==> config.mk <==
export PLATFORM = sky130hd
export DESIGN_NAME = multiset_bag_table
export DESIGN_NICKNAME = d
export VERILOG_FILES = /design/src/hw/rtl/mbt_pkg.sv /design/src/hw/rtl/multiset_bag_table.sv /design/src/hw/rtl/mbt_cell.sv /design/src/hw/rtl/mbt_chain.sv /design/src/hw/rtl/mbt_ctrl.sv
export SDC_FILE = /design/constraint.sdc
export NUM_CORES = 1
export LEC_CHECK = 0
export BUFFER_PORTS_ARGS = -buffer_cell sky130_fd_sc_hd__clkbuf_2
export CAP_MARGIN = 40
export CORE_ASPECT_RATIO = 1.4
export CORE_MARGIN = 2
export CORE_UTILIZATION = 30
export CTS_BUF_LIST = sky130_fd_sc_hd__clkbuf_8
export DETAILED_ROUTE_END_ITERATION = 8
export PLACE_DENSITY = 0.44
export SETUP_SLACK_MARGIN = 0.3
export SLEW_MARGIN = 20
export SYNTH_ARGS = -nofsm -noshare
export SYNTH_HDL_FRONTEND = slang
export SYNTH_SLANG_ARGS = --single-unit
export TNS_END_PERCENT = 100
==> constraint.sdc <==
create_clock -name clk -period 87.5 [get_ports clk]
set_clock_uncertainty 0.05 [all_clocks]
set_input_delay 8.75 -clock clk [delete_from_list [all_inputs] [get_ports clk]]
set_output_delay 8.75 -clock clk [all_outputs]
set_load 0.02 [all_outputs]
==> src/hw/rtl/mbt_pkg.sv <==
`timescale 1ns / 1ps
// ---------------------------------------------------------------------------
// mbt_pkg
// shared sizes, types and request codes of the multiset bag table
// ---------------------------------------------------------------------------
package mbt_pkg;

  localparam int CAPACITY   = 64;
  localparam int ITEM_WIDTH = 32;
  localparam int CNT_W      = $clog2(CAPACITY + 1);
  localparam int REQ_W      = 3;
  localparam int OUT_CNT_W  = 7;

  localparam logic [6:0] MAX_ITEMS_RST = 7'd64;

  localparam logic [REQ_W-1:0] REQ_ADD     = 3'd0;
  localparam logic [REQ_W-1:0] REQ_REMOVE  = 3'd1;
  localparam logic [REQ_W-1:0] REQ_REPLACE = 3'd2;
  localparam logic [REQ_W-1:0] REQ_QUERY   = 3'd3;
  localparam logic [REQ_W-1:0] REQ_CLEAR   = 3'd4;

  typedef logic [ITEM_WIDTH-1:0] item_t;
  typedef logic [CNT_W-1:0]      cnt_t;

  // control from the sequencer to the row of cells
  typedef struct packed {
    logic  shift;
    item_t tail;
  } chain_ctl_t;

  function automatic logic [OUT_CNT_W-1:0] sat_cnt(input cnt_t v);
    if (32'(v) > 127) begin
      return 7'd127;
    end
    return OUT_CNT_W'(v);
  endfunction

endpackage

==> src/hw/rtl/multiset_bag_table.sv <==
`timescale 1ns / 1ps
// ---------------------------------------------------------------------------
// multiset_bag_table
// unordered multiset of words held in a rotating row of entry cells
// ---------------------------------------------------------------------------
// requests arrive on the in_ stream: tuser carries the request kind (add,
// remove, replace, query, clear), tdata the key and the value. each request
// gives exactly one result on the out_ stream: tuser is the ok flag, tdata
// the copy count of the key (query only) and the size after the request.
// cfg_wen with cfg_wdata sets the add limit; write it only while idle.
// add, remove, replace and query rotate the whole ring of 64 cells once,
// one cell per cycle, then take a fix-up step; the result follows in the
// done step. clear, unknown kinds and an add without room go straight from
// acceptance to the done step.
// one request is in work at a time; in_tready is high only between requests.
// the result sits in an output register, so the next request is taken while
// it waits; a stalled receiver holds the sequencer in its done step once a
// further result is ready. reset empties the bag and sets the limit to 64.
// ---------------------------------------------------------------------------
module multiset_bag_table
  import mbt_pkg::*;
(
  input  logic        clk,
  input  logic        rst_n,
  input  logic        in_tvalid,
  output logic        in_tready,
  input  logic [63:0] in_tdata,   // key[31:0], value[63:32]
  input  logic [2:0]  in_tuser,   // req_type[2:0]
  output logic        out_tvalid,
  input  logic        out_tready,
  output logic [15:0] out_tdata,  // frequency[6:0], size[13:7], zero[15:14]
  output logic [0:0]  out_tuser,  // ok[0]
  input  logic        cfg_wen,
  input  logic [6:0]  cfg_wdata
);

  logic [6:0]           max_items_r;
  item_t                head;
  chain_ctl_t           ctl;
  logic                 res_ok;
  logic [OUT_CNT_W-1:0] res_freq;
  logic [OUT_CNT_W-1:0] res_size;

  always_ff @(posedge clk) begin
    if (!rst_n) begin
      max_items_r <= MAX_ITEMS_RST;
    end else if (cfg_wen) begin
      max_items_r <= cfg_wdata;
    end
  end

  mbt_chain u_chain (
    .clk  (clk),
    .ctl  (ctl),
    .head (head)
  );

  mbt_ctrl u_ctrl (
    .clk       (clk),
    .rst_n     (rst_n),
    .in_valid  (in_tvalid),
    .in_ready  (in_tready),
    .req       (in_tuser),
    .key       (ITEM_WIDTH'(in_tdata[31:0])),
    .value     (ITEM_WIDTH'(in_tdata[63:32])),
    .max_items (max_items_r),
    .head      (head),
    .ctl       (ctl),
    .out_valid (out_tvalid),
    .out_ready (out_tready),
    .out_ok    (res_ok),
    .out_freq  (res_freq),
    .out_size  (res_size)
  );

  assign out_tdata = {2'b00, res_size, res_freq};
  assign out_tuser = res_ok;

endmodule

==> src/hw/rtl/mbt_cell.sv <==
`timescale 1ns / 1ps
// ---------------------------------------------------------------------------
// mbt_cell
// one entry of the bag, loads its neighbour's entry on a shift
// ---------------------------------------------------------------------------
module mbt_cell
  import mbt_pkg::*;
(
  input  logic  clk,
  input  logic  shift,
  input  item_t d,
  output item_t q
);

  item_t entry_r;

  always_ff @(posedge clk) begin
    if (shift) begin
      entry_r <= d;
    end
  end

  assign q = entry_r;

endmodule

==> src/hw/rtl/mbt_chain.sv <==
`timescale 1ns / 1ps
// ---------------------------------------------------------------------------
// mbt_chain
// ring of entry cells: head at cell 0, new data enters at the last cell
// ---------------------------------------------------------------------------
module mbt_chain
  import mbt_pkg::*;
(
  input  logic       clk,
  input  chain_ctl_t ctl,
  output item_t      head
);

  item_t q [CAPACITY];

  for (genvar j = 0; j < CAPACITY; j++) begin : g_cell
    item_t d;
    if (j == CAPACITY - 1) begin : g_tail
      assign d = ctl.tail;
    end else begin : g_mid
      assign d = q[j+1];
    end
    mbt_cell u_cell (
      .clk   (clk),
      .shift (ctl.shift),
      .d     (d),
      .q     (q[j])
    );
  end

  assign head = q[0];

endmodule

==> src/hw/rtl/mbt_ctrl.sv <==
`timescale 1ns / 1ps
// ---------------------------------------------------------------------------
// mbt_ctrl
// request sequencer: rotates the ring once for each scanning request and holds the result
// ---------------------------------------------------------------------------
module mbt_ctrl
  import mbt_pkg::*;
(
  input  logic                 clk,
  input  logic                 rst_n,
  input  logic                 in_valid,
  output logic                 in_ready,
  input  logic [REQ_W-1:0]     req,
  input  item_t                key,
  input  item_t                value,
  input  logic [6:0]           max_items,
  input  item_t                head,
  output chain_ctl_t           ctl,
  output logic                 out_valid,
  input  logic                 out_ready,
  output logic                 out_ok,
  output logic [OUT_CNT_W-1:0] out_freq,
  output logic [OUT_CNT_W-1:0] out_size
);

  typedef enum logic [1:0] {ST_IDLE, ST_SCAN, ST_FIX, ST_DONE} state_t;

  state_t               state_r;
  logic [REQ_W-1:0]     op_r;
  item_t                key_r;
  item_t                val_r;
  item_t                first_r;
  cnt_t                 step_r;
  cnt_t                 count_r;
  cnt_t                 freq_r;
  logic                 found_r;
  logic                 ok_r;
  logic                 out_valid_r;
  logic                 out_ok_r;
  logic [OUT_CNT_W-1:0] out_freq_r;
  logic [OUT_CNT_W-1:0] out_size_r;

  logic live;
  logic match;
  logic add_room;
  logic last_step;
  logic res_load;

  assign live      = step_r < count_r;
  assign match     = live && (head == key_r);
  assign last_step = step_r == CNT_W'(CAPACITY - 1);
  assign add_room  = (32'(count_r) < 32'(max_items)) && (32'(count_r) < CAPACITY);
  // result register free or being emptied this cycle
  assign res_load  = (state_r == ST_DONE) && (!out_valid_r || out_ready);

  // step i of the scan sees logical entry i at the head
  always_comb begin
    ctl.shift = 1'b0;
    ctl.tail  = head;
    unique case (state_r)
      ST_SCAN: begin
        ctl.shift = 1'b1;
        case (op_r)
          REQ_ADD: begin
            if (step_r == count_r) ctl.tail = val_r;
          end
          REQ_REPLACE: begin
            if (match && !found_r) ctl.tail = val_r;
          end
          REQ_REMOVE: begin
            // hole filled by entry 0, which is then dropped by one extra shift
            if (match && !found_r && step_r != '0) ctl.tail = first_r;
          end
          default: ;
        endcase
      end
      ST_FIX: begin
        ctl.shift = (op_r == REQ_REMOVE) && found_r;
      end
      default: ;
    endcase
  end

  always_ff @(posedge clk) begin
    if (!rst_n) begin
      state_r     <= ST_IDLE;
      count_r     <= '0;
      out_valid_r <= 1'b0;
    end else begin
      if (res_load) begin
        out_valid_r <= 1'b1;
      end else if (out_ready) begin
        out_valid_r <= 1'b0;
      end
      unique case (state_r)
        ST_IDLE: begin
          if (in_valid) begin
            op_r    <= req;
            key_r   <= key;
            val_r   <= value;
            step_r  <= '0;
            found_r <= 1'b0;
            freq_r  <= '0;
            case (req) inside
              REQ_ADD: begin
                ok_r    <= 1'b0;
                state_r <= add_room ? ST_SCAN : ST_DONE;
              end
              REQ_REMOVE, REQ_REPLACE, REQ_QUERY: begin
                state_r <= ST_SCAN;
              end
              REQ_CLEAR: begin
                count_r <= '0;
                ok_r    <= 1'b1;
                state_r <= ST_DONE;
              end
              default: begin
                ok_r    <= 1'b0;
                state_r <= ST_DONE;
              end
            endcase
          end
        end
        ST_SCAN: begin
          step_r  <= CNT_W'(step_r + 1'b1);
          found_r <= found_r | match;
          if (op_r == REQ_QUERY && match) freq_r <= CNT_W'(freq_r + 1'b1);
          if (step_r == '0) first_r <= head;
          if (last_step) state_r <= ST_FIX;
        end
        ST_FIX: begin
          case (op_r)
            REQ_ADD: begin
              count_r <= CNT_W'(count_r + 1'b1);
              ok_r    <= 1'b1;
            end
            REQ_REMOVE: begin
              if (found_r) count_r <= CNT_W'(count_r - 1'b1);
              ok_r <= found_r;
            end
            REQ_REPLACE: ok_r <= found_r;
            REQ_QUERY:   ok_r <= freq_r != '0;
            default:     ok_r <= 1'b0;
          endcase
          state_r <= ST_DONE;
        end
        ST_DONE: begin
          if (res_load) begin
            out_ok_r    <= ok_r;
            out_freq_r  <= sat_cnt(freq_r);
            out_size_r  <= sat_cnt(count_r);
            state_r     <= ST_IDLE;
          end
        end
        default: state_r <= ST_IDLE;
      endcase
    end
  end

  assign in_ready  = state_r == ST_IDLE;
  assign out_valid = out_valid_r;
  assign out_ok    = out_ok_r;
  assign out_freq  = out_freq_r;
  assign out_size  = out_size_r;

endmodule

# After elaboration in Yosys (flattened, before gate mapping)
# Index checks and enable logic that the tools add are counted.
# totals
reg_bits	2195
inputBits	79
output_inout_bits	19
wordCells	173
# op_classes
add_sub_neg	4
order_cmp	3
eq_ne	23
muxes	34
bitwise	1
n_reduce_logical	29
# op_table
cell	n
2-to-1 mux 32 bit	4
case mux 32 bit (3 select lines)	1
case mux 7 bit (2 select lines)	4
2-to-1 mux 7 bit	7
== test 32 bit	1
adder 7 x 1 -> 7 bit, second input constant	3
AND reduction 3 bit	5
less-than comparator 7 bit	2
nonzero test 7 bit	2
== test 3 x 2 -> 1 bit, second input constant	4
2-to-1 mux 2 bit	6
!= test 3 x 2 -> 1 bit, second input constant	3
!= test 2 x 1 -> 1 bit, second input constant	4
case mux 2 bit (4 select lines)	1
AND reduction 4 bit	2
== test 7 x 6 -> 1 bit, second input constant	1
== test 7 bit	1
logical AND 1 bit	7
logical NOT 7 bit	1
less-than comparator 7 bit, second input constant	1
2-to-1 mux 1 bit	7
AND reduction 7 bit	1
subtractor 7 x 1 -> 7 bit, second input constant	1
== test 3 x 1 -> 1 bit, second input constant	2
14 further kinds	23

# Logic depth before layout (Yosys ltp)
# logic_depth
depth_word	7
mapped_depth	10
depth_no_buf	9

# Cells and area by module
# A second synthesis with hierarchy kept.
# unflattened
cells_unflattened	2525
area_unflattened_um2	68162.9
# modules_own_cells
mod	instances	cells_each	area_each_um2	seq_area_each_um2
mbt_cell	64	32	960.9	960.9
mbt_ctrl	1	452	6382.4	4103.9
multiset_bag_table	1	25	281.5	140.1

# Worst setup path after synthesis
# OpenSTA, ideal clock, no wires.
# synth_path
kind	reg2reg
start	register u_ctrl.op_r[1]
end	register u_chain.g_cell[0].u_cell.entry_r[0] (enable)
setup_ns	4.785
arrival_ns	90.330
t_required_ns	82.665
setup_slack_ns	-7.665
stages_incl_launch_ff	4
path_buffers	0
period_less_slack_ns	95.165
cell_sequence	edfxtp_1 nor3b_1 a31oi_1 nor2b_1
# synth_lines
element	line_no	text
start: declaration	mbt_ctrl.sv:29	logic [REQ_W-1:0] op_r;
start signal: assignment	mbt_ctrl.sv:98	op_r <= req;
end signal: assignment	mbt_cell.sv:19	entry_r <= d;
end: declaration	mbt_cell.sv:15	item_t entry_r;

# Final worst setup path
# layout_path
start	register u_ctrl.state_r[0]
end	output in_tready
# layout_between
elab_chain_cells	1
# layout_lines
element	line_no	text
start: declaration	mbt_ctrl.sv:28	state_t state_r;
start signal: assignment	mbt_ctrl.sv:107	state_r <= add_room ? ST_SCAN : ST_DONE;
logical NOT 2 bit	mbt_ctrl.sv:160	assign in_ready = state_r == ST_IDLE;
end: declaration	multiset_bag_table.sv:26	output logic in_tready,
# Every way passes these cells.

==> summary.md <==
| Metric | Value |
|---|---|
| Critical Path Fanout Max | 12 |
| Vias per Instance | 3.98 |
| Maximum vdd drop | 21.2 uV |
| Remaining DRCs | 0 |
| Crit path kind | reg -> out |
| H-Tree Depth | 5 |
| CP endpoint kind | output port |
| Post-synthesis cell type count | 51 |
| Ys async rst share | 0 |
| Core Box Area | 0.227 mm^2 |
| Post-DP HPWL | 45300 um |
| Vias in the first global route | 25603 |
| YS warnings | 0 |
| Layout fillers | 20883 |
| Max clock buf depth | 4 |
| CTS Root Cell | clkbuf_8 |
| Endpoints failing setup | 0 |
| Period utilization | 0.124 |
| Initial core utilization | 0.301 |
| Clock-pin slew on the worst setup and hold paths | 0.06 ns |
| Number of standard cells after synthesis | 2527 |
| Fmax | 92.3 MHz |
| Netlist Area Pre-Place | 0.0682 mm^2 |
| Leakage | 22.9 nW |
| Postcts setup bufs | 0 |
| Starting DRT DRC Count | 2330 |
| Synth-to-Final Area Change | 16.1% |
| Min Tclk post-route | 10.84 ns |
| Final nets | 3118 |
| Critical Path Start Type | register |
| First-pass GRT wire length | 152000 um |
| Least-Margin Pin Slew | 1.11 ns |
| Min-delay src | u_chain.g_cell[58].u_cell.q[5] |
| Port bufs | 95 |
| Initial antenna violation count | 7 |
| Start point of the critical path | u_ctrl.state_r[0] |
| Chip height | 568 um |
| Grt ovf | 0 |
| Critical Path RT | 78.70 ns |
| Hold Violations, Final | 0 |
| Setup TNS | 0 ns |
| Ys flop type | edfxtp_1 |
| CTS tree | yes |
| Avg Inst Size Synth | 27.0 um^2 |
| Die ar. | 0.231 mm^2 |
| Sequential fraction of the synthesis area | 0.964 |
| Total CTS buffers | 351 |
| Max_slew headroom | 0.257 |
| CTS sink count | 2195 |
| MaxCap Viol Count | 0 |
| Clk_lat worst skew | 0.93 ns |
| Critical Path AT | 2.04 ns |
| Hold WS | 0.286 ns |
| Share of layout cells above drive strength 1 | 0.178 |
| Global Route Usage Sum | 0.0836 |
| Largest net degree at the start of global routing | 199 |
| Row Count | 207 |
| First-pass DRT Iterations | 5 |
| Hold Crit Class | reg -> reg |
| Post-CTS Resized | 0 |
| Antenna Nets Post-Route | 0 |
| I/O pin cnt | 98 |
| WL final | 99500 um |
| Via count | 25069 |
| PwrDens | 30.6 mW/mm^2 |
| Max Slew Vio Count | 0 |
| Synthesized flop and latch total | 2195 |
| GPL Wtd Cong | 0.687 |
| FF-to-FF Start | u_ctrl.state_r[0] |
| Die width | 407 um |
| Wire per inst | 15.8 um |
| Post-synth EDFFs | 2178 |
| RSZ-0062 raised after global routing | no |
| Hold Buf Count CTS | 0 |
| Outcome | completed |
## sequential cells by signal (all words and copies together), names as in the netlist, 7 cells and up
| name | cells |
|---|---|
| max_items_r | 7 |
| u_chain.g_cell.u_cell.q | 2048 |
| u_ctrl.count_r | 7 |
| u_ctrl.first_r | 32 |
| u_ctrl.freq_r | 7 |
| u_ctrl.key_r | 32 |
| u_ctrl.out_freq | 7 |
| u_ctrl.out_size | 7 |
| u_ctrl.step_r | 7 |
| u_ctrl.val_r | 32 |
## layout make-up
class                      count  area [um^2]  area share
antenna                        7         17.5    0.000221
clock buffer                 355         4890      0.0617
sequential                  2195        65700       0.830
timing repair buffer         148         1200      0.0151
clock inverter               253         1180      0.0149
tap                         3030         3790      0.0479
multi-input combinational    295         2310      0.0292
inverter                      21         78.8    0.000995
## where the power goes
part / switching (mW) / internal [mW]
Clock: 0.390 / 0.384
Combinational: 0.131 / 0.0281
Sequential: 0.0529 / 1.43
## cells by family (layout without fill, tap and decap cells)
group	after synthesis	count (layout)	synth area share
buffers and inverters	38	777	0.00292
AOI/OAI and AO/OA	80	80	0.00980
other	1	9	0.0000550
adders and majority gates	27	27	0.00506
muxes	7	7	0.00103
DFF	2195	2195	0.964
and+or+nand+nor	134	134	0.0115
xor gates and xnor gates	45	45	0.00578
## worst paths after layout
check / end / slack [ns] / cells after the start
worst max register to register: u_chain.g_cell[12].u_cell.q[14] / 82.40 / 12
worst min-delay path: u_chain.g_cell[57].u_cell.q[5] / 0.29 / 0
worst max-delay path: in_tready / 76.66 / 3
worst min register to register: u_chain.g_cell[57].u_cell.q[5] / 0.29 / 0
## placed cells by master, fill, tap and decap left out, types with 10 or more instances in the layout
| cell type | synthesis | routed |
|---|---|---|
| a21oi_1 | 14 | 14 |
| a221o_1 | 33 | 33 |
| and2_0 | 10 | 10 |
| and2_1 | 29 | 29 |
| buf_16 | 0 | 12 |
| buf_4 | 2 | 32 |
| clkbuf_2 | 0 | 95 |
| clkbuf_8 | 0 | 355 |
| clkinv_1 | 0 | 92 |
| clkinv_2 | 0 | 38 |
| clkinvlp_4 | 0 | 10 |
| dfxtp_1 | 17 | 17 |
| edfxtp_1 | 2178 | 2178 |
| ha_1 | 26 | 26 |
| inv_1 | 21 | 121 |
| nand2_1 | 19 | 19 |
| nand3_1 | 15 | 15 |
| nor2_1 | 17 | 15 |
| nor2b_1 | 11 | 10 |
| xnor2_1 | 10 | 10 |
| xor2_1 | 35 | 35 |
## cells in the mapped netlist (all sizes together), types with 7 or more instances
master	n	area [um^2]
edfxtp	2178	65400
and2	41	259
xor2	35	307
a221o	33	330
ha	26	325
inv	21	78.8
nand2	19	71.3
dfxtp	17	340
nor2	17	63.8
nand3	16	85.1
a21oi	14	70.1
buf	11	97.6
nor2b	11	68.8
xnor2	10	87.6
nor4	9	90.1
mux2i	7	70.1
## worst max-delay path, stage by stage, from the launching register on
cell      delay [ns]
dfxtp_1         0.33
inv_1           0.11
ha_1            0.42
clkbuf_2        0.26
## through the flow
| stage | worst slack (ns) | std cells | utilization | power, mW | instance area [um^2] |
|---|---|---|---|---|---|
| after detailed placement | 76.62 | 5685 | 0.322 | 1.67 | 73100 |
| after global placement | 76.32 | 5669 | 0.321 | 1.65 | 72700 |
| after CTS | 76.53 | 6293 | 0.349 | 2.47 | 79100 |
| after floorplan | 31.88 | 2528 | - | 2.08 | 68200 |
| after global routing | 76.44 | 6302 | 0.349 | 2.55 | 79200 |
| final | 76.66 | 6304 | 0.350 | 2.42 | 79200 |
## per-layer routing
layer | vias to the layer above | part of all wire | track usage
li1 | 11249 | - | -
met1 | 12983 | 0.52 | 0.133
met2 | 615 | 0.38 | 0.103
met3 | 222 | 0.069 | 0.0255
met4 | 0 | 0.026 | 0.0348
met5 | - | 0 | 0
(Power assumes the default switching activity.)
